<file path="config.mk">
export PLATFORM = sky130hd
export DESIGN_NAME = vdhp_line_timer
export DESIGN_NICKNAME = d
export VERILOG_FILES = /design/src/design/vdhp_pkg.sv /design/src/design/vdhp_line_timer.sv
export SDC_FILE = /design/constraint.sdc
export NUM_CORES = 1
export LEC_CHECK = 0
export ABC_AREA = 1
export BUFFER_PORTS_ARGS = -buffer_cell sky130_fd_sc_hd__buf_4
export CORE_MARGIN = 10
export CORE_UTILIZATION = 49
export CTS_CLUSTER_DIAMETER = 120
export CTS_CLUSTER_SIZE = 8
export DETAILED_ROUTE_END_ITERATION = 8
export PLACE_DENSITY = 0.66
export SLEW_MARGIN = 5
export SYNTH_ARGS = -nofsm -noshare
export SYNTH_HDL_FRONTEND = slang
export SYNTH_SLANG_ARGS = --single-unit
</file>
<file path="constraint.sdc">
create_clock -name i_clk -period 4.15 [get_ports i_clk]
set_input_delay 0.2075 -clock i_clk [delete_from_list [all_inputs] [get_ports i_clk]]
set_output_delay 0.2075 -clock i_clk [all_outputs]
set_load 0.005 [all_outputs]
</file>
<file path="src/design/vdhp_pkg.sv">
// shared types, codes and constants of the host port and line timer
`timescale 1ns / 1ps
package vdhp_pkg;

    // default sizes
    localparam int MEMORY_DEPTH_DEF    = 16384;
    localparam int CYCLES_PER_LINE_DEF = 228;
    localparam int VISIBLE_LINES_DEF   = 192;
    localparam int TOTAL_LINES_DEF     = 262;

    // fixed field widths
    localparam int ADDR_W = 14;
    localparam int CYC_W  = 9;
    localparam int LINE_W = 9;

    // transaction kinds
    localparam logic [2:0] KIND_CTRL_WRITE = 3'd0;
    localparam logic [2:0] KIND_DATA_WRITE = 3'd1;
    localparam logic [2:0] KIND_DATA_READ  = 3'd2;
    localparam logic [2:0] KIND_STATUS     = 3'd3;
    localparam logic [2:0] KIND_TICK       = 3'd4;
    localparam logic [2:0] KIND_TAKE_IRQ   = 3'd5;

    // bit constants
    localparam logic [7:0] REG1_FORCE   = 8'h80;
    localparam logic [7:0] STATUS_KEEP  = 8'h1F;
    localparam logic [5:0] ADDR_HI_MASK = 6'h3F;
    localparam logic [2:0] REG_IDX_ONE  = 3'd1;
    localparam int         IRQ_EN_BIT   = 5;
    localparam int         VBLANK_BIT   = 7;
    localparam int         CMD_REG_BIT  = 7;
    localparam int         CMD_NOPF_BIT = 6;

    typedef struct packed {
        logic [2:0] kind;
        logic [7:0] port_byte;
        logic [7:0] tick_cycles;
    } t_in_item;

    typedef struct packed {
        logic [7:0]        read_value;
        logic              interrupt_taken;
        logic              interrupt_level;
        logic              line_done;
        logic [LINE_W-1:0] done_line_number;
        logic              last;
    } t_out_item;

    // line timer report for one tick
    typedef struct packed {
        logic              vblank;
        logic              first_done;
        logic              second_done;
        logic [LINE_W-1:0] first_line;
        logic [LINE_W-1:0] second_line;
    } t_tick_info;

    // memory port control
    typedef struct packed {
        logic we;
        logic re;
    } t_mem_ctl;

endpackage

</file>
<file path="src/design/vdhp_line_timer.sv">
// cycle and scan line counters, at most two lines per tick
`timescale 1ns / 1ps
module vdhp_line_timer #(
    parameter int CYCLES_PER_LINE = vdhp_pkg::CYCLES_PER_LINE_DEF,
    parameter int VISIBLE_LINES   = vdhp_pkg::VISIBLE_LINES_DEF,
    parameter int TOTAL_LINES     = vdhp_pkg::TOTAL_LINES_DEF
) (
    input  logic                 i_clk,
    input  logic                 i_rst_n,
    input  logic                 i_tick,
    input  logic [7:0]           i_tick_cycles,
    output vdhp_pkg::t_tick_info o_info
);
    import vdhp_pkg::*;

    localparam logic [CYC_W:0]    CPL       = (CYC_W+1)'(CYCLES_PER_LINE);
    localparam logic [LINE_W:0]   TOTAL     = (LINE_W+1)'(TOTAL_LINES);
    localparam logic [LINE_W-1:0] VBL_LINE  = LINE_W'(VISIBLE_LINES - 1);

    logic [CYC_W-1:0]  r_cycles;
    logic [LINE_W-1:0] r_line;
    logic [CYC_W-1:0]  n_cycles;
    logic [LINE_W-1:0] n_line;
    logic [CYC_W:0]    sum0;
    logic [CYC_W:0]    sum1;
    logic [CYC_W:0]    sum2;
    logic              hit1;
    logic              hit2;
    logic [LINE_W-1:0] line1;
    logic [LINE_W-1:0] line2;

    function automatic logic [LINE_W-1:0] next_line(input logic [LINE_W-1:0] l);
        logic [LINE_W:0] inc;
        inc = {1'b0, l} + (LINE_W+1)'(1);
        return (inc >= TOTAL) ? '0 : inc[LINE_W-1:0];
    endfunction

    // two compare and subtract steps
    always_comb begin
        sum0  = {1'b0, r_cycles} + (CYC_W+1)'(i_tick_cycles);
        hit1  = sum0 >= CPL;
        sum1  = hit1 ? (sum0 - CPL) : sum0;
        hit2  = hit1 && (sum1 >= CPL);
        sum2  = hit2 ? (sum1 - CPL) : sum1;
        line1 = next_line(r_line);
        line2 = next_line(line1);
        n_cycles = sum2[CYC_W-1:0];
        n_line   = hit2 ? line2 : (hit1 ? line1 : r_line);

        o_info.first_done  = i_tick && hit1;
        o_info.second_done = i_tick && hit2;
        o_info.first_line  = r_line;
        o_info.second_line = line1;
        o_info.vblank      = i_tick && ((hit1 && r_line == VBL_LINE)
                                     || (hit2 && line1 == VBL_LINE));
    end

    // counter state
    always_ff @(posedge i_clk) begin
        if (!i_rst_n) begin
            r_cycles <= '0;
            r_line   <= '0;
        end else if (i_tick) begin
            r_cycles <= n_cycles;
            r_line   <= n_line;
        end
    end

endmodule

</file>
---- After elaboration in Yosys (flattened, before gate mapping) ----
Cells that the tools add are included.
storage, ports and cells
  register bits ........................... 18
  input port bits ......................... 11
  output and inout bits ................... 21
  word-level logic and storage cells ...... 28
operators by class
  add/sub/neg operators ................... 5
  order comparisons ....................... 4
  equality and inequality tests ........... 2
  multiplexer cells ....................... 6
  reductions and logical operators ........ 9
operator list
  operator                 number
  $mux W9                  5
  $add A9 B1 Y10 const B   2
  $ge A10 B8 Y1 const B    2
  $ge A10 B9 Y1 const B    2
  $eq A9 B8 Y1 const B     2
  $add A9 B8 Y10           1
  $mux W10                 1
  $sub A10 B8 Y10 const B  1
  $sub A9 B8 Y9 const B    1
  $logic_and A1 B1 Y1      6
  $reduce_and A2 Y1        1
  $reduce_bool A2 Y1       1
  $logic_or A1 B1 Y1       1

---- Logic depth before layout (Yosys ltp) ----
  word-level depth ........................ 8
  mapped depth ............................ 28
  depth with buffers taken out ............ 27

---- Worst setup path before layout ----
OpenSTA, ideal clock, no wires.
  kind .................................... reg2reg
  from .................................... register r_cycles[2]
  to ...................................... register r_line[8]
  library setup time ...................... 109 ps
  arrival ................................. 3,130 ps
  required time ........................... 4,041 ps
  path slack .............................. 911 ps
  cell stages (with the launch flop) ...... 23
  path buffers ............................ 2
  period minus slack after synthesis ...... 3,239 ps
  cells stage by stage .................... dfxtp_1 > ha_1 > a21oi_1 > nand2_2 > xnor2_1 > ha_1 > nand3_1 > nand3_2 > nand3_2 > nand2_2 > buf_6 > xor2_1 > ha_1 > nand3_1 > nand3_2 > nand3_2 > nand2_4 > inv_4 > buf_6 > nand3b_1 > nand3_1 > nand2_1 > inv_1
between the ends
  longest elaborated chain between the ends .. 7
  elaborated cells on any way between the ends .. 9
  those cells by class .................... add/sub (2); order compare (2); mux (2); reduce/logical (3)
ends and longest elaborated chain
  element                                           line                                          source
  start: declaration                                vdhp_line_timer.sv:20                         logic [CYC_W-1:0] r_cycles;
  start signal: assignment                          vdhp_line_timer.sv:64                         r_cycles <= n_cycles;
  $add A9 B8 Y10 *                                  vdhp_line_timer.sv:40                         sum0 = {1'b0, r_cycles} + (CYC_W+1)'(i_tick_cycles);
  $sub A10 B8 Y10 or $ge A10 B8 Y1 (tied branches)  vdhp_line_timer.sv:42, vdhp_line_timer.sv:41
  $mux W10                                          vdhp_line_timer.sv:42                         sum1 = hit1 ? (sum0 - CPL) : sum0;
  $ge A10 B8 Y1                                     vdhp_line_timer.sv:43                         hit2 = hit1 && (sum1 >= CPL);
  $logic_and A1 B1 Y1                               vdhp_line_timer.sv:43
  $reduce_bool A2 Y1 (no source line)               -
  $reduce_and A2 Y1 (no source line)                -
  end signal: assignment                            vdhp_line_timer.sv:65                         r_line <= n_line;
  end: declaration                                  vdhp_line_timer.sv:21                         logic [LINE_W-1:0] r_line;
Mark *: on every way between the ends. The rest lies on a longest branch, timed or not.
A chain may end at the register's enable or synchronous reset.

==> impl_metrics.py <==
metrics = {
    "status": {
        "status": "completed",
    },
    "timing": {
        "fin_skew_ns": 0.00214,
        "relSlewSlack_pct": 68.1,
        "setup_violations": 0,
        "slew_violations": 0,
        "holdWs_ns": 0.244,
        "min_period_over_period_pct": 91.3,
        "fin_crit_ns": 3.79,
        "tns_ns": 0,
        "hold_violations": 0,
        "layout_setup_ws_ns": 0.362,
        "worst_pin_slew_ns": 0.476,
        "rsz0062_at_grt": "false",
        "fmax_mhz": 264,
    },
    "die": {
        "die_area_mm2": 0.00808,
        "dieWidth_um": 89.9,
        "die_h_um": 89.9,
        "initial_core_util_pct": 50.7,
        "core-area_mm2": 0.00472,
        "pin_count": 32,
        "fp-row-count": 25,
    },
    "logic_synthesis": {
        "synth_top_area_cell": "nand2_1",
        "synth_compound_area_share_pct": 11.8,
        "synth_ff_type": "dfxtp_1",
        "synth_edf_count": 0,
        "synth.net_count": 421,
        "async_flop_share_pct": 0,
        "synth_common_cells": "nand2_1 (101), inv_1 (61), nand3_1 (38), nor2_1 (28), a21oi_1 (24)",
        "ys_seq_area_share_pct": 15.1,
        "synth-seq-cells": 18,
        "avgSynthCellArea_um2": 6.09,
        "netlist_instances": 393,
        "synth_simple_gate_area_share_pct": 45.7,
        "synthesis.area_mm2": 0.00239,
        "yosys-mux-area-fraction_pct": 0,
        "yosysMostFrequentCell": "nand2_1",
        "ys_top_cells_by_area": "nand2_1 (16%), dfxtp_1 (15%), inv_1 (9.6%), ha_1 (8.4%), nand3_1 (7.9%)",
        "yosysWarnings": 0,
        "synth_top_area_share_pct": 15.8,
        "yosys.area_share.adder_pct": 9.20,
        "yosys.area_share.xor_xnor_pct": 5.38,
        "synth.distinct_cells": 35,
        "synth_top_family_by_area": "simple AND/OR/NAND/NOR gates",
    },
    "routing": {
        "drc": 0,
        "via_count": 2478,
        "routedWlPerCell_um": 13.0,
        "drtAntennaViolNets": 0,
        "drt_iter0_drc": 168,
        "avgViaCountPerCell": 5.05,
        "drt-pass1-iter-count": 5,
        "routed_wl_um": 6410,
    },
    "critical_path": {
        "crit_fanout": 11,
        "path_class": "flip-flop to output pin",
        "max_stage_delay_ns": 0.42,
        "crit_chain": "ha_1 -> inv_1 -> fa_1 -> inv_1 -> nand3_1 -> nand2_4 -> nand4_1 -> nand3_1 -> nand2_1 -> nor2_4 -> nand2_8 -> o21ai_2 -> inv_1 -> ha_1 -> nand3_1 -> nand3_2 -> nand3_2 -> nand2_1 -> o32ai_1 -> buf_4",
        "cp_data_arrival_time_ns": 3.58,
        "crit_buf_inv": 4,
        "end_kind": "output pin",
        "r2r_slack_ns": 0.56,
        "required_ns": 3.94,
        "critical_path.startpoint_type": "flip-flop",
        "cp_top_family": "simple AND/OR/NAND/NOR gates",
        "cp_slowest_cell": "fa_1",
    },
    "layout": {
        "multi_input_area_mm2": 0.00177,
        "synthToLayoutAreaGrowth_pct": 16.2,
        "seqCellArea_um2": 360,
        "layoutNonFillerInstCount": 491,
        "fill_cells": 489,
        "fin_nets": 453,
        "drive_gt1_share_pct": 22.2,
        "diodes": 0,
    },
    "job": {
        "drv_cap": 0,
    },
    "grt": {
        "grt_usage_pct": 15.4,
        "antenna_found_initial": 0,
        "grt_pass1_wl_um": 10800,
        "grt_max_degree": 18,
        "grt_pass1_vias": 2262,
        "grt-ovfl-total": 0,
    },
    "clock_network": {
        "clockRootBuffer": "clkbuf_8",
        "cts_tree": "built",
        "cts.sinks": 18,
        "clk_latency_ns": 0.26,
        "cts_buffers": 3,
        "hold_buffers": 0,
        "clockBufferDepth": 2,
        "h-tree-depth": 1,
        "path_clk_slew_ns": 0.07,
    },
    "power_and_ir_drop": {
        "ir_worst_vdd_uv": 371,
        "power.total_uw": 2520,
        "power.leakage_uw": 0.00144,
        "cellPowerDensity_mw_per_mm2": 907,
    },
    "place": {
        "dp.cells": 486,
        "gp_congestion": 0.945,
        "port_buffers": 31,
        "hpwl_um": 5320,
        "dp_slack_ns": 0.429,
    },
    "hold_path": {
        "min_path_type": "primary input to flip-flop",
    },
}
==> cell type report <==
cell class                 instances  area share (%)
sequential                        18            13.0
timing repair buffer              34            9.18
clock buffer                       4            1.98
inverter                          68            9.27
multi-input combinational        300            63.6
tap                               67            3.01
==> worst paths after layout <==
path                                  start           to  cells after the start
worst max-delay path            r_cycles[0]   o_info[20]                     20
worst min-delay path                i_rst_n    r_line[4]                      3
worst max register to register  r_cycles[0]  r_cycles[4]                     24
worst min register to register  r_cycles[2]  r_cycles[2]                      2
==> cell usage in the layout, fill, tap and decap left out, drive strengths merged <==
cell type / synthesis / routed
a21oi: 29 / 29
buf: 5 / 34
clkbuf: 2 / 4
dfxtp: 18 / 18
fa: 1 / 1
ha: 16 / 16
inv: 68 / 68
nand2: 121 / 121
nand3: 45 / 45
nand3b: 3 / 3
nand4: 13 / 13
nor2: 37 / 37
nor3: 1 / 1
o21ai: 15 / 15
o21bai: 1 / 1
o22ai: 1 / 1
o311ai: 1 / 1
o31ai: 1 / 1
o32ai: 1 / 1
or2: 1 / 1
xnor2: 4 / 4
xor2: 9 / 9
==> state kept, by name, indices dropped and copies added, names as in the netlist <==
| register | cells |
|---|---|
| r_cycles | 9 |
| r_line | 9 |
==> tightest hold or removal path: stages <==
cell	delay, ns
buf_4	0.14
o21ai_0	0.07
a21oi_1	0.04
==> per-stage QoR <==
| stage | area (µm²) | utilization [%] |
|---|---|---|
| after floorplan | 2390 | - |
| after global placement | 2670 | 56.6 |
| after detailed placement | 2670 | 56.6 |
| after CTS | 2730 | 57.8 |
| after global routing | 2780 | 58.9 |
| final | 2780 | 58.9 |
==> power breakdown <==
group	total (µW)	internal, µW	switching (µW)
combinational	2060	750	1310
sequential	309	233	76.0
clock	148	84.6	63.9
total	2520	1070	1450
==> kinds of logic (layout without fill, tap and decap cells) <==
group / after synthesis / count (layout)
AND/OR/NAND/NOR: 221 / 221
buffers and inverters: 75 / 106
AO/OA/AOI/OAI: 49 / 49
flip-flops: 18 / 18
adder cells (fa/ha/maj): 17 / 17
XOR/XNOR: 13 / 13
==> layer usage <==
| metal | global-route usage (%) | vias up | part of all wire, % |
|---|---|---|---|
| li1 | - | 1321 | - |
| met1 | 23.6 | 1079 | 51 |
| met2 | 21.5 | 74 | 41 |
| met3 | 2.74 | 4 | 7.4 |
| met4 | 2.79 | 0 | 0.64 |
| met5 | 0 | - | 0 |
==> repair_timing <==
action | 4_1_cts | 5_1_grt
buffers inserted | 0 | 1
setup endpoints to repair | 0 | 4
gates resized for setup | 0 | 8
endpoints found under the hold margin | 0 | 0
No activity file was read; power rests on OpenSTA's default activity.
