===== config.mk =====
export PLATFORM = sky130hd
export DESIGN_NAME = vdhp_host_port
export DESIGN_NICKNAME = d
export VERILOG_FILES = /design/src/design/vdhp_pkg.sv /design/src/design/vdhp_host_port.sv
export SDC_FILE = /design/constraint.sdc
export NUM_CORES = 1
export LEC_CHECK = 0
export BUFFER_PORTS_ARGS = -buffer_cell sky130_fd_sc_hd__buf_2
export CAP_MARGIN = 10
export CORE_ASPECT_RATIO = 0.5
export CORE_UTILIZATION = 30
export DETAILED_ROUTE_END_ITERATION = 12
export HOLD_SLACK_MARGIN = 0.02
export PLACE_DENSITY = 0.53
export RECOVER_POWER = 25
export SKIP_LAST_GASP = 1
export SYNTH_ARGS = -nofsm -noshare
export SYNTH_HDL_FRONTEND = slang
export SYNTH_SLANG_ARGS = --single-unit
export TNS_END_PERCENT = 1

===== constraint.sdc =====
create_clock -name i_clk -period 2.4 [get_ports i_clk]
set_clock_uncertainty 0.2 [all_clocks]
set_input_delay 0.24 -clock i_clk [delete_from_list [all_inputs] [get_ports i_clk]]
set_output_delay 0.24 -clock i_clk [all_outputs]
set_load 0.01 [all_outputs]

===== src/design/vdhp_pkg.sv =====
// shared types, codes and constants of the host port and line timer
`timescale 1ns / 1ps
package vdhp_pkg;

    // default sizes
    localparam int MEMORY_DEPTH_DEF    = 16384;
    localparam int CYCLES_PER_LINE_DEF = 228;
    localparam int VISIBLE_LINES_DEF   = 192;
    localparam int TOTAL_LINES_DEF     = 262;

    // fixed field widths
    localparam int ADDR_W = 14;
    localparam int CYC_W  = 9;
    localparam int LINE_W = 9;

    // transaction kinds
    localparam logic [2:0] KIND_CTRL_WRITE = 3'd0;
    localparam logic [2:0] KIND_DATA_WRITE = 3'd1;
    localparam logic [2:0] KIND_DATA_READ  = 3'd2;
    localparam logic [2:0] KIND_STATUS     = 3'd3;
    localparam logic [2:0] KIND_TICK       = 3'd4;
    localparam logic [2:0] KIND_TAKE_IRQ   = 3'd5;

    // bit constants
    localparam logic [7:0] REG1_FORCE   = 8'h80;
    localparam logic [7:0] STATUS_KEEP  = 8'h1F;
    localparam logic [5:0] ADDR_HI_MASK = 6'h3F;
    localparam logic [2:0] REG_IDX_ONE  = 3'd1;
    localparam int         IRQ_EN_BIT   = 5;
    localparam int         VBLANK_BIT   = 7;
    localparam int         CMD_REG_BIT  = 7;
    localparam int         CMD_NOPF_BIT = 6;

    typedef struct packed {
        logic [2:0] kind;
        logic [7:0] port_byte;
        logic [7:0] tick_cycles;
    } t_in_item;

    typedef struct packed {
        logic [7:0]        read_value;
        logic              interrupt_taken;
        logic              interrupt_level;
        logic              line_done;
        logic [LINE_W-1:0] done_line_number;
        logic              last;
    } t_out_item;

    // line timer report for one tick
    typedef struct packed {
        logic              vblank;
        logic              first_done;
        logic              second_done;
        logic [LINE_W-1:0] first_line;
        logic [LINE_W-1:0] second_line;
    } t_tick_info;

    // memory port control
    typedef struct packed {
        logic we;
        logic re;
    } t_mem_ctl;

endpackage


===== src/design/vdhp_host_port.sv =====
// control, data and status port registers with video memory access
`timescale 1ns / 1ps
module vdhp_host_port #(
    parameter int MEMORY_DEPTH = vdhp_pkg::MEMORY_DEPTH_DEF
) (
    input  logic                            i_clk,
    input  logic                            i_rst_n,
    input  logic                            i_valid,
    input  vdhp_pkg::t_in_item              i_item,
    input  vdhp_pkg::t_tick_info            i_tick,
    input  logic [7:0]                      i_mem_rdata,
    output vdhp_pkg::t_mem_ctl              o_mem_ctl,
    output logic [$clog2(MEMORY_DEPTH)-1:0] o_mem_addr,
    output logic [7:0]                      o_mem_wdata,
    output logic [7:0]                      o_read_value,
    output logic                            o_taken,
    output logic                            o_irq_level
);
    import vdhp_pkg::*;

    localparam int             AW    = $clog2(MEMORY_DEPTH);
    localparam logic [ADDR_W:0] DEPTH = (ADDR_W+1)'(MEMORY_DEPTH);

    logic [ADDR_W-1:0] r_addr;
    logic [7:0]        r_latch;
    logic              r_expect;
    logic [7:0]        r_read_ahead;
    logic              r_ra_from_mem;
    logic [7:0]        r_status;
    logic              r_pending;
    logic [7:0]        r_mode [8];

    logic [ADDR_W-1:0] n_addr;
    logic [7:0]        n_latch;
    logic              n_expect;
    logic [7:0]        n_read_ahead;
    logic              n_ra_from_mem;
    logic [7:0]        n_status;
    logic              n_pending;
    logic [7:0]        n_mode [8];

    logic [7:0]        ra_now;
    logic [ADDR_W-1:0] set_addr;
    logic [ADDR_W-1:0] mem_addr14;
    logic [ADDR_W-1:0] addr_inc;
    logic [7:0]        b;

    // fold a 14-bit address onto the memory depth (mirroring)
    function automatic logic [AW-1:0] fold(input logic [ADDR_W-1:0] a);
        logic [ADDR_W:0] v;
        v = {1'b0, a};
        for (int k = 0; k < 3; k++) begin
            if (v >= DEPTH) begin
                v = v - DEPTH;
            end
        end
        return v[AW-1:0];
    endfunction

    assign ra_now   = r_ra_from_mem ? i_mem_rdata : r_read_ahead;
    assign b        = i_item.port_byte;
    assign set_addr = {b[5:0] & ADDR_HI_MASK, r_latch};
    assign addr_inc = r_addr + ADDR_W'(1);

    // next state of the port registers
    always_comb begin
        n_addr        = r_addr;
        n_latch       = r_latch;
        n_expect      = r_expect;
        n_read_ahead  = ra_now;
        n_ra_from_mem = 1'b0;
        n_status      = r_status;
        n_pending     = r_pending;
        n_mode        = r_mode;
        mem_addr14    = r_addr;
        o_mem_ctl     = '0;
        o_mem_wdata   = b;
        o_read_value  = '0;
        o_taken       = 1'b0;
        if (i_valid) begin
            case (i_item.kind)
                KIND_CTRL_WRITE: begin
                    if (!r_expect) begin
                        n_latch  = b;
                        n_expect = 1'b1;
                    end else begin
                        n_expect = 1'b0;
                        if (b[CMD_REG_BIT]) begin
                            if (b[2:0] == REG_IDX_ONE) begin
                                n_mode[REG_IDX_ONE] = r_latch | REG1_FORCE;
                                if (r_latch[IRQ_EN_BIT] && r_status[VBLANK_BIT]) begin
                                    n_pending = 1'b1;
                                end
                            end else begin
                                n_mode[b[2:0]] = r_latch;
                            end
                        end else begin
                            n_addr = set_addr;
                            if (!b[CMD_NOPF_BIT]) begin
                                mem_addr14    = set_addr;
                                o_mem_ctl.re  = 1'b1;
                                n_ra_from_mem = 1'b1;
                                n_addr        = set_addr + ADDR_W'(1);
                            end
                        end
                    end
                end
                KIND_DATA_WRITE: begin
                    o_mem_ctl.we = 1'b1;
                    n_read_ahead = b;
                    n_addr       = addr_inc;
                    n_expect     = 1'b0;
                end
                KIND_DATA_READ: begin
                    o_read_value  = ra_now;
                    o_mem_ctl.re  = 1'b1;
                    n_ra_from_mem = 1'b1;
                    n_addr        = addr_inc;
                    n_expect      = 1'b0;
                end
                KIND_STATUS: begin
                    o_read_value = r_status;
                    n_status     = r_status & STATUS_KEEP;
                    n_expect     = 1'b0;
                end
                KIND_TICK: begin
                    if (i_tick.vblank) begin
                        n_status[VBLANK_BIT] = 1'b1;
                        if (r_mode[REG_IDX_ONE][IRQ_EN_BIT]) begin
                            n_pending = 1'b1;
                        end
                    end
                end
                KIND_TAKE_IRQ: begin
                    o_taken   = r_pending;
                    n_pending = 1'b0;
                end
                default: begin
                end
            endcase
        end
        o_irq_level = n_pending;
        o_mem_addr  = fold(mem_addr14);
    end

    // port register state
    always_ff @(posedge i_clk) begin
        if (!i_rst_n) begin
            r_addr        <= '0;
            r_latch       <= '0;
            r_expect      <= 1'b0;
            r_read_ahead  <= '0;
            r_ra_from_mem <= 1'b0;
            r_status      <= '0;
            r_pending     <= 1'b0;
            for (int k = 0; k < 8; k++) begin
                r_mode[k] <= (3'(k) == REG_IDX_ONE) ? REG1_FORCE : 8'h00;
            end
        end else begin
            r_addr        <= n_addr;
            r_latch       <= n_latch;
            r_expect      <= n_expect;
            r_read_ahead  <= n_read_ahead;
            r_ra_from_mem <= n_ra_from_mem;
            r_status      <= n_status;
            r_pending     <= n_pending;
            r_mode        <= n_mode;
        end
    end

endmodule


# Yosys cells after proc, flatten, opt, wreduce, memory -nomap -nowiden
# Cells that the tools add are included.
# word_totals
register_bits	98
input_bits	51
output_inout_bits	34
# op_classes
n_addsub	2
order_cmp	2
n_eq_ne	9
muxes	38
n_bitwise	3
n_reduce_logical	15
# op_table
operator	count
two-way mux 14 bit	8
bitwise mux 64 bit	1
two-way mux 8 bit	6
adder 14 x 1 -> 14 bit (second input constant)	2
one-hot mux 14 bit (2 select lines)	1
demux 8 bit (select 3 bit)	1
one-hot mux 8 bit (2 select lines)	1
two-way mux 1 bit	15
AND reduction 4 bit	2
equality test 3 x 1 -> 1 bit (second input constant)	2
equality test 3 x 2 -> 1 bit (second input constant)	2
equality test 3 bit (second input constant)	2
!= test 2 bit (second input constant)	3
one-hot mux 1 bit (2 select lines)	3
AND reduction 3 bit	2
nonzero test 2 bit	3
AND reduction 5 bit	1
greater-or-equal comparator 4 bit (second input constant)	1
< comparator 4 x 1 -> 1 bit (second input constant)	1
inverter 3 -> 4 bit	1
AND reduction 2 bit	2
zero test 3 bit	1
one-hot mux 1 bit (3 select lines)	1
OR reduction 3 bit	1
4 further kinds	6

# Longest topological paths before layout
# Gate-level depths: netlist of run 1.
# depth
ltp_word	7
ltp_mapped	8
depth_no_buf	6

# Worst setup path after synthesis of run 1
# OpenSTA, ideal clock, no wires.
# synth_timing
path_type	input to output
start	input i_item[16] (netlist name)
end	output o_mem_addr[10]
arrival_ps	1696
required_time_ps	1960
setup_slack_ps	264
path_stages	6
path_buffers	2
cell_sequence	buf_4 > or3_4 > or2_4 > nor2_4 > buf_6 > mux2_2
# synth_via
elab_chain_len	3
# synth_lines
element	line	text
start, declared	vdhp_host_port.sv:9	input vdhp_pkg::t_in_item i_item,
zero test 3 bit	vdhp_host_port.sv:81	case (i_item.kind)
two-way mux 14 bit	vdhp_host_port.sv:81	
two-way mux 14 bit	vdhp_host_port.sv:80	if (i_valid) begin
end, declared	vdhp_host_port.sv:13	output logic [$clog2(MEMORY_DEPTH)-1:0] o_mem_addr,
# Every way passes these cells.

# Worst setup path after layout of run 1
# layout_timing
start	input i_item[18] (netlist name)
end	output o_mem_addr[2]
# The elaborated chain is that of the path after synthesis.

==> impl_metrics.py, run 1 <==
metrics = {
    "status": {
        "status": "complete, no violations",
    },
    "global_routing": {
        "grt_pass1_wl_um": 10920,
        "track_usage": 0.1721,
        "grt_max_degree": 24,
        "first_global_vias": 2117,
        "overflow": 0,
        "antenna_found_initial": 0,
    },
    "synth": {
        "post-synth-top-count-cell": "dfxtp_1",
        "synth_cell_types": 50,
        "yosysTopAreaCellShare": 0.3012,
        "yosysTopAreaCell": "dfxtp_1",
        "ys_ff_latch": 35,
        "ys_warn_count": 0,
        "yosys.area_share.simple": 0.2706,
        "yosys-top-cells-count": "dfxtp_1, nand2_1, nor2_1",
        "synth_edf_count": 0,
        "synth.avg_cell_area_um2": 7.832,
        "ys_dominant_reg_cell": "dfxtp_1",
        "ys_seq_area_frac": 0.3012,
        "muxShareOfSynthArea": 0.1108,
        "synth_fp_nets": 350,
        "synth_top_family_by_area": "simple AND/OR/NAND/NOR gates",
        "netlist_instances": 297,
        "async_flop_share": 0,
        "synth_fa_ha_area_frac": 0.01076,
        "synthXorXnorAreaFrac": 0.04895,
        "synth-compound-area-share": 0.1867,
        "syn-cell-area_um2": 2326,
        "synthTopCellsByArea": "dfxtp_1, mux2_2, nand2_1",
    },
    "cts": {
        "root_buffer": "clkbuf_16",
        "cts_buffers": 5,
        "clkLatencyLatePin_ns": 0.28,
        "postCtsHoldBufs": 0,
        "ctsHtreeMaxLevel": 2,
        "cts_resized": 0,
        "clk_pin_slew_ns": 0.06,
        "cts_buffer_depth": 2,
        "cts_sinks": 35,
        "cts_tree": "built",
        "cts_setup_buffers": 0,
    },
    "timing": {
        "setup_ws_ns": 0.1026,
        "setup-violations-final": 0,
        "relSlewSlack": 0.5650,
        "slew_violations": 0,
        "hold_viol": 0,
        "min_period_over_period": 0.9572,
        "fin_tns_setup_ns": 0,
        "rsz0062_at_grt": "false",
        "worst_pin_slew_ns": 0.6524,
        "fmax_ghz": 0.4353,
        "fin_crit_ns": 2.297,
    },
    "placed_design": {
        "dp_hpwl_um": 4885,
        "gp_congestion": 0.8317,
        "portBuffers": 56,
        "place_ws_ns": 0.08271,
        "placed_cells": 432,
        "placed_cell_area_um2": 2668,
    },
    "pwr": {
        "pwr_density_cell_nw_per_um2": 520.1,
        "power_uw": 1454,
        "peakVddDrop_mv": 0.2242,
        "p_leak_uw": 0.001083,
    },
    "layout": {
        "n_antenna_cell": 0,
        "seq_area_um2": 700.7,
        "final_cell_area_um2": 2796,
        "nNetsFinal": 396,
        "final_cells": 440,
        "multiInputGateArea_um2": 1458,
        "fillCellCount": 787,
        "final_layout_size_suffix_gt1_frac": 0.2384,
        "area_growth_syn_to_layout_pct": 20.23,
    },
    "floorplan": {
        "num_rows": 22,
        "start_util": 0.3141,
        "ios": 85,
        "dieArea_um2": 8131,
        "die_x_um": 126.5,
        "coreArea_um2": 7405,
        "chipHeight_um": 64.27,
    },
    "worst_hold_path": {
        "hold_depth": 3,
        "min_from": "i_tick[20]",
        "hp-class": "in2reg",
        "min_to": "r_status[7]",
    },
    "worst_setup_path": {
        "cp-end-kind": "output port",
        "crit_arrival_ns": 1.86,
        "crit_path_start_kind": "primary input",
        "cp_cell_sequence": "clkbuf_1 > nand2b_4 > or3_4 > or2_4 > nor2_4 > buf_12 > mux2_2 > buf_2",
        "required_ns": 1.96,
        "r2r-start": "r_addr[0]",
        "rrSetupSlack_ns": 0.38,
        "crit_buf_inv": 3,
        "cp_max_fo": 14,
        "cp_top_family": "simple AND/OR/NAND/NOR gates",
        "cp_slowest_stage_delay_ns": 0.34,
        "setup.worst_path.class": "in2out",
        "cp_slowest_cell": "or3_4",
        "rr_worst_depth": 6,
        "timing.rr.end": "r_addr[8]",
    },
    "drt": {
        "drt_pre_antenna_iters": 4,
        "wl_per_cell_um": 15.16,
        "antenna_left": 0,
        "drcViolationCount": 0,
        "via_per_inst": 5.275,
        "dr_total_vias": 2321,
        "drt_iter0_drc": 127,
        "routed_wl_um": 6672,
    },
    "run": {
        "max-cap-violations": 0,
    },
}
==> flip-flops by register name, indices dropped and copies added, names as in the netlist <==
| signal | flops |
|---|---|
| r_read_ahead | 8 |
| r_latch | 8 |
| r_expect | 1 |
| r_ra_from_mem | 1 |
| r_mode | 1 |
| r_addr | 14 |
| r_status | 1 |
| r_pending | 1 |
==> tightest hold or removal path: stages <==
cell and delay (ns):
buf_2 0.09, a32oi_1 0.09, nor2_1 0.07
==> layer usage <==
| layer | share of wire | track usage |
|---|---|---|
| met1 | 0.51 | 0.2411 |
| met2 | 0.43 | 0.2631 |
| met3 | 0.041 | 0.03685 |
| met4 | 0.011 | 0.04970 |
| met5 | 0 | 0 |
==> cell families after synthesis <==
logic type,count (synthesis)
xor+xnor,13
flops,35
buf+inv,31
fa+ha+maj,2
simple gates,123
mux,24
compound gates,69
==> per-stage QoR <==
stage / hold slack, ns / utilization
final: 0.04126 / 0.3777
after global routing: 0.04784 / 0.3777
after CTS: 0.03551 / 0.3812
after detailed placement: 0.2931 / 0.3603
after global placement: 0.2820 / 0.3603
after floorplan: 0.1760 / -
==> power breakdown <==
group | switching [uW] | internal (uW)
combinational | 106 | 64.8
clock | 258 | 414
sequential | 14.6 | 596
==> worst max path at each step <==
stage	start	to	slack (ns)	cells past startpoint
6_report	i_item[18]	o_mem_addr[2]	0.10	8
5_1_grt	i_item[18]	o_mem_addr[6]	0.06	8
4_1_cts	i_item[18]	o_mem_addr[7]	0.08	8
3_5_place_dp	i_item[18]	o_mem_addr[7]	0.08	8
3_3_place_gp	i_item[18]	o_mem_addr[7]	0.09	8
2_1_floorplan	i_item[16]	o_mem_addr[10]	0.26	6
==> cell usage in the layout (no fill, tap or decap), types with 3 or more instances in the layout <==
cell and n:
clkbuf_16 5, a211oi_1 10, buf_2 46, o211ai_1 4
xnor2_1 8, o21ai_0 13, nand3_1 9, mux2_2 14
nor2_1 33, and3_1 6, or3_1 3, nor3_1 6
and2_1 3, and4_1 4, nand2b_1 4, mux2i_1 10
nand2_1 33, clkbuf_1 13, o22ai_1 3, xor2_1 5
buf_4 7, a31oi_1 5, a21oi_1 23, dfxtp_1 35
nand4_1 8
==> layout make-up <==
type                       instances  share of cell area
multi-input combinational        231              0.5213
timing repair buffer              67              0.1257
clock buffer                       6             0.04966
clock inverter                     2            0.005817
sequential                        35              0.2506
inverter                           3            0.004027
tap                               96             0.04295
No activity file was read; power rests on OpenSTA's default activity.
==> run 2, diff against run 1 <==
--- a/config.mk
+++ b/config.mk
@@ -7,11 +7,13 @@
 export LEC_CHECK = 0
 export BUFFER_PORTS_ARGS = -buffer_cell sky130_fd_sc_hd__buf_2
 export CAP_MARGIN = 10
+export CELL_PAD_IN_SITES_DETAIL_PLACEMENT = 0
+export CELL_PAD_IN_SITES_GLOBAL_PLACEMENT = 1
 export CORE_ASPECT_RATIO = 0.5
 export CORE_UTILIZATION = 30
 export DETAILED_ROUTE_END_ITERATION = 12
 export HOLD_SLACK_MARGIN = 0.02
-export PLACE_DENSITY = 0.53
+export PLACE_DENSITY = 0.73
 export RECOVER_POWER = 25
 export SKIP_LAST_GASP = 1
 export SYNTH_ARGS = -nofsm -noshare
==> constraint.sdc (replaced) <==
create_clock -name i_clk -period 1.85 [get_ports i_clk]
set_clock_uncertainty 0.2 [all_clocks]
set_input_delay 0.185 -clock i_clk [delete_from_list [all_inputs] [get_ports i_clk]]
set_output_delay 0.185 -clock i_clk [all_outputs]
set_load 0.01 [all_outputs]
==> impl_metrics.py, run 2 (synthesis gave the netlist of run 1 again) <==
metrics = {
    "placed_design": {
        "portBuffers": 56,
        "dp_hpwl_um": 5598,
        "placed_cells": 473,
        "gp_congestion": 0.8270,
    },
    "layout": {
        "largestRegisters": "r_addr x14, r_latch x8, r_read_ahead x8",
        "final_common_cell": "buf_4",
        "fillCellCount": 749,
        "final_util": 0.4439,
        "final_cell_mix": "buf_4, dfxtp_1, nand2_1, buf_2, nor2_1",
        "multiInputGateArea_um2": 1513,
        "nNetsFinal": 441,
        "final_layout_size_suffix_gt1_frac": 0.3316,
        "seq_area_um2": 700.7,
        "n_antenna_cell": 0,
        "largest_reg_flops": 14,
        "area_growth_syn_to_layout_pct": 41.31,
        "regMostFlops": "r_addr",
        "final_cells": 485,
    },
    "global_routing": {
        "antenna_found_initial": 0,
        "grt_max_degree": 23,
        "overflow": 0,
        "track_usage": 0.1914,
        "first_global_vias": 2423,
        "grt_pass1_wl_um": 12070,
    },
    "timing": {
        "setup-violations-final": 19,
        "rsz0062_at_grt": "true",
        "relSlewSlack": 0.6506,
        "setup_ws_ns": -0.2734,
        "slew_violations": 0,
        "hold_viol": 0,
        "fmax_ghz": 0.4709,
        "fin_crit_ns": 2.123,
        "worst_pin_slew_ns": 0.5241,
        "min_period_over_period": 1.148,
    },
    "drt": {
        "antenna_left": 0,
        "wl_per_cell_um": 15.15,
        "dr_total_vias": 2473,
        "drt_pre_antenna_iters": 4,
        "drcViolationCount": 0,
        "routed_wl_um": 7350,
        "via_per_inst": 5.099,
        "drt_iter0_drc": 169,
    },
    "cts": {
        "ctsHtreeMaxLevel": 2,
        "cts_sinks": 35,
        "clk_pin_slew_ns": 0.05,
        "clkLatencyLatePin_ns": 0.28,
        "cts_tree": "built",
        "cts_buffers": 5,
        "cts_buffer_depth": 2,
        "root_buffer": "clkbuf_16",
    },
    "run": {
        "max-cap-violations": 0,
    },
    "pwr": {
        "p_seq_frac": 0.415,
        "p_leak_uw": 0.001345,
        "p_sw_uw": 487.0,
        "comb_power_share": 0.154,
        "swShare": 0.2571,
        "pwr_density_cell_nw_per_um2": 576.2,
        "power_uw": 1894,
        "peakVddDrop_mv": 0.3155,
        "p_int_uw": 1407,
        "p_clk_frac": 0.431,
    },
    "worst_hold_path": {
        "min_from": "i_rst_n",
        "hp-class": "in2reg",
    },
    "floorplan": {
        "coreArea_um2": 7405,
        "ios": 85,
        "start_util": 0.3141,
        "die_x_um": 126.5,
        "dieArea_um2": 8131,
        "num_rows": 22,
        "chipHeight_um": 64.27,
    },
    "worst_setup_path": {
        "crit_path_start_kind": "primary input",
        "cp_max_fo": 7,
        "crit_arrival_ns": 1.74,
        "cp-end-kind": "output port",
        "cp-startpoint": "i_item[18]",
        "required_ns": 1.46,
        "setup.worst_path.class": "in2out",
        "r2r-start": "r_addr[1]",
    },
    "status": {
        "status": "finished, violations left",
        "violations": "setup timing",
    },
}
## run 2: changes by cell type in the layout (fill, tap and decap cells not counted), moves of 2 or more
| cell | delta |
|---|---|
| buf_4 | +45 |
| mux2_2 | -14 |
| mux2_4 | +14 |
| buf_2 | -13 |
| clkbuf_1 | -3 |
| buf_8 | +2 |
| buf_6 | +15 |
| dlygate4sd3_1 | +2 |
## run 2: routing by layer
metal,track usage,part of all wire
met5,0,0
met4,0.04518,0.010
met1,0.2611,0.49
met3,0.03434,0.065
met2,0.3128,0.44
## run 2: worst paths after layout
check	end	slack (ns)	depth (start not counted)
worst min register to register	r_mode[53]	0.29	2
worst max register to register	r_addr[12]	-0.02	5
worst max-delay path	o_mem_addr[5]	-0.27	8
worst min-delay path	r_addr[11]	0.07	2
## run 2: critical path, cell delays in order
cell and delay, ns:
buf_6 0.09, nand2b_4 0.13, or3_4 0.33, or2_4 0.25
nor2_4 0.15, buf_8 0.17, mux2_4 0.31, buf_6 0.12
## run 2: power by group through the flow
| stage | Sequential (uW) | Clock (uW) | Combinational (uW) |
|---|---|---|---|
| 4_1_cts | 786 | 831 | 293 |
| 6_report | 786 | 817 | 291 |
| 3_3_place_gp | 802 | 0 | 271 |
| 5_1_grt | 788 | 872 | 317 |
| 2_1_floorplan | 801 | 0 | 151 |
| 3_5_place_dp | 802 | 0 | 275 |
## run 2: cell type report
type,instances,share of cell area
multi-input cells,231,0.4602
repair buffers,112,0.2448
flip-flops and latches,35,0.2132
clock buffers,7,0.04035
well taps,96,0.03654
inverters,3,0.003426
clock inverters,1,0.001523
## run 2: timing repair
action | in CTS | in global routing
pin swaps | 3 | 2
hold buffers | 2 | 0
buffers inserted | 3 | 0
resized for setup | 19 | 5
cloned | 1 | 0
endpoints found under the hold margin | 2 | 0
endpoints found under the setup margin | 18 | 27
## run 2: per-stage QoR
| stage | area, um^2 | TNS (ns) | hold WS, ns | worst slack (ns) |
|---|---|---|---|---|
| floorplan | 2367 | -1.707 | 0.1210 | -0.1532 |
| finish | 3287 | -3.943 | 0.06530 | -0.2734 |
| detailed placement | 3013 | -5.767 | 0.2766 | -0.3785 |
| global route | 3287 | -5.471 | 0.07935 | -0.3231 |
| global placement | 3013 | -5.446 | 0.2677 | -0.3640 |
| CTS | 3318 | -4.625 | 0.02858 | -0.3235 |
==> run 3, diff against run 2 <==
--- a/config.mk
+++ b/config.mk
@@ -5,15 +5,15 @@
 export SDC_FILE = /design/constraint.sdc
 export NUM_CORES = 1
 export LEC_CHECK = 0
-export BUFFER_PORTS_ARGS = -buffer_cell sky130_fd_sc_hd__buf_2
+export BUFFER_PORTS_ARGS = -buffer_cell sky130_fd_sc_hd__buf_4
 export CAP_MARGIN = 10
 export CELL_PAD_IN_SITES_DETAIL_PLACEMENT = 0
 export CELL_PAD_IN_SITES_GLOBAL_PLACEMENT = 1
 export CORE_ASPECT_RATIO = 0.5
-export CORE_UTILIZATION = 30
+export CORE_UTILIZATION = 32
 export DETAILED_ROUTE_END_ITERATION = 12
 export HOLD_SLACK_MARGIN = 0.02
-export PLACE_DENSITY = 0.73
+export PLACE_DENSITY = 0.77
 export RECOVER_POWER = 25
 export SKIP_LAST_GASP = 1
 export SYNTH_ARGS = -nofsm -noshare
==> impl_metrics.py, run 3 (synthesis gave the netlist of run 1 again) <==
metrics = {
    "pwr": {
        "p_seq_frac": 0.412,
        "comb_power_share": 0.159,
        "p_clk_frac": 0.429,
        "p_leak_uw": 0.001343,
        "p_int_uw": 1418,
        "pwr_density_cell_nw_per_um2": 571.9,
        "power_uw": 1914,
        "p_sw_uw": 495.5,
        "swShare": 0.2589,
        "peakVddDrop_mv": 0.3102,
    },
    "floorplan": {
        "ios": 85,
        "die_x_um": 122.6,
        "num_rows": 21,
        "start_util": 0.3392,
        "dieArea_um2": 7634,
        "chipHeight_um": 62.29,
        "coreArea_um2": 6858,
    },
    "timing": {
        "min_period_over_period": 1.166,
        "setup_ws_ns": -0.3071,
        "worst_pin_slew_ns": 0.5507,
        "fin_tns_setup_ns": -4.480,
        "whs_ns": 0.03218,
        "setup-violations-final": 17,
        "slew_violations": 0,
        "fin_crit_ns": 2.157,
        "rsz0062_at_grt": "true",
        "relSlewSlack": 0.6329,
        "fmax_ghz": 0.4636,
        "hold_viol": 0,
    },
    "layout": {
        "final_layout_size_suffix_gt1_frac": 0.3221,
        "largestRegisters": "r_addr x14, r_latch x8, r_read_ahead x8",
        "regMostFlops": "r_addr",
        "final_cell_mix": "buf_4, dfxtp_1, nor2_1, nand2_1, a21oi_1",
        "area_growth_syn_to_layout_pct": 43.89,
        "fillCellCount": 678,
        "largest_reg_flops": 14,
        "nNetsFinal": 437,
        "final_common_cell": "buf_4",
        "n_antenna_cell": 0,
    },
    "drt": {
        "via_per_inst": 5.285,
        "dr_total_vias": 2521,
        "wl_per_cell_um": 15.72,
        "routed_wl_um": 7499,
        "drcViolationCount": 0,
        "drt_pre_antenna_iters": 5,
        "antenna_left": 0,
        "drt_iter0_drc": 246,
    },
    "cts": {
        "clkLatencyLatePin_ns": 0.28,
        "cts_tree": "built",
        "root_buffer": "clkbuf_16",
        "cts_sinks": 35,
        "ctsHtreeMaxLevel": 2,
        "cts_buffer_depth": 2,
        "clk_pin_slew_ns": 0.06,
        "cts_buffers": 5,
    },
    "status": {
        "status": "finished, violations left",
        "violations": "setup timing",
    },
    "global_routing": {
        "first_global_vias": 2379,
        "track_usage": 0.2049,
        "antenna_found_initial": 0,
        "overflow": 0,
        "grt_pass1_wl_um": 12210,
        "grt_max_degree": 23,
    },
    "placed_design": {
        "dp_hpwl_um": 5619,
        "gp_congestion": 0.8410,
        "place_ws_ns": -0.4305,
        "portBuffers": 56,
    },
    "worst_setup_path": {
        "crit_path_start_kind": "primary input",
        "cp_max_fo": 5,
        "setup.worst_path.class": "in2out",
        "crit_arrival_ns": 1.77,
        "cp-end-kind": "output port",
        "required_ns": 1.46,
    },
    "worst_hold_path": {
        "hp-class": "in2reg",
    },
    "run": {
        "max-cap-violations": 0,
    },
}
## run 3: changes by cell type in the layout (fill, tap and decap cells not counted), sizes merged
cell / previous run / this run
buf: 102 / 96
clkbuf: 15 / 13
clkinvlp: 0 / 1
dlygate4sd3: 2 / 5
## run 3: through the flow
step | cell area [um^2] | util | instances
floorplan | 2367 | - | 297
global placement | 3090 | 0.4506 | 463
detailed placement | 3090 | 0.4506 | 463
CTS | 3372 | 0.4917 | 477
global route | 3347 | 0.4881 | 477
finish | 3347 | 0.4881 | 477
## run 3: cell type report
cell class | instances | area (um^2) | share of cell area
Multi-Input combinational cell | 231 | 1510 | 0.4512
Clock buffer | 6 | 128.9 | 0.03850
Sequential cell | 35 | 700.7 | 0.2093
Inverter | 3 | 11.26 | 0.003364
Tap cell | 92 | 115.1 | 0.03439
Clock inverter | 2 | 12.51 | 0.003738
Timing Repair Buffer | 108 | 868.3 | 0.2594
## run 3: power groups by stage
| stage | Clock (uW) | Combinational, uW | Sequential, uW |
|---|---|---|---|
| after global routing | 872 | 330 | 790 |
| after global placement | 0 | 285 | 803 |
| after detailed placement | 0 | 289 | 804 |
| final | 821 | 304 | 788 |
| after CTS | 832 | 308 | 788 |
| after floorplan | 0 | 151 | 801 |
## run 3: path summary, 6_finish.rpt
path,to,depth (start not counted),start,slack (ns)
worst max-delay path,o_mem_addr[0],8,i_item[18],-0.31
worst min-delay path,r_addr[11],2,i_rst_n,0.03
worst max register to register,r_addr[12],5,r_addr[1],-0.01
worst min register to register,r_mode[53],2,r_mode[53],0.29
## run 3: routing by layer
layer  wire length (um)  vias to the layer above  track usage
li1                   -                     1233            -
met1               3751                     1193       0.3022
met2               3298                       91       0.3027
met3                400                        4      0.03585
met4                 49                        0      0.05335
met5                  0                        -            0
## run 3: repair_timing
action | 4_1_cts | 5_1_grt
pin swaps | 3 | 0
hold buffers | 5 | 0
gates resized for setup | 22 | 0
endpoints found under the setup margin | 17 | 25
setup buffers | 1 | 0
endpoints found under the hold margin | 5 | 0
cloned | 0 | 0
## run 3: critical path: stages
cell and delay (ns):
buf_6 0.09, nand2b_4 0.13, or3_4 0.34, or2_4 0.27, nor2_4 0.17, buf_6 0.16
mux2_4 0.30, buf_6 0.12
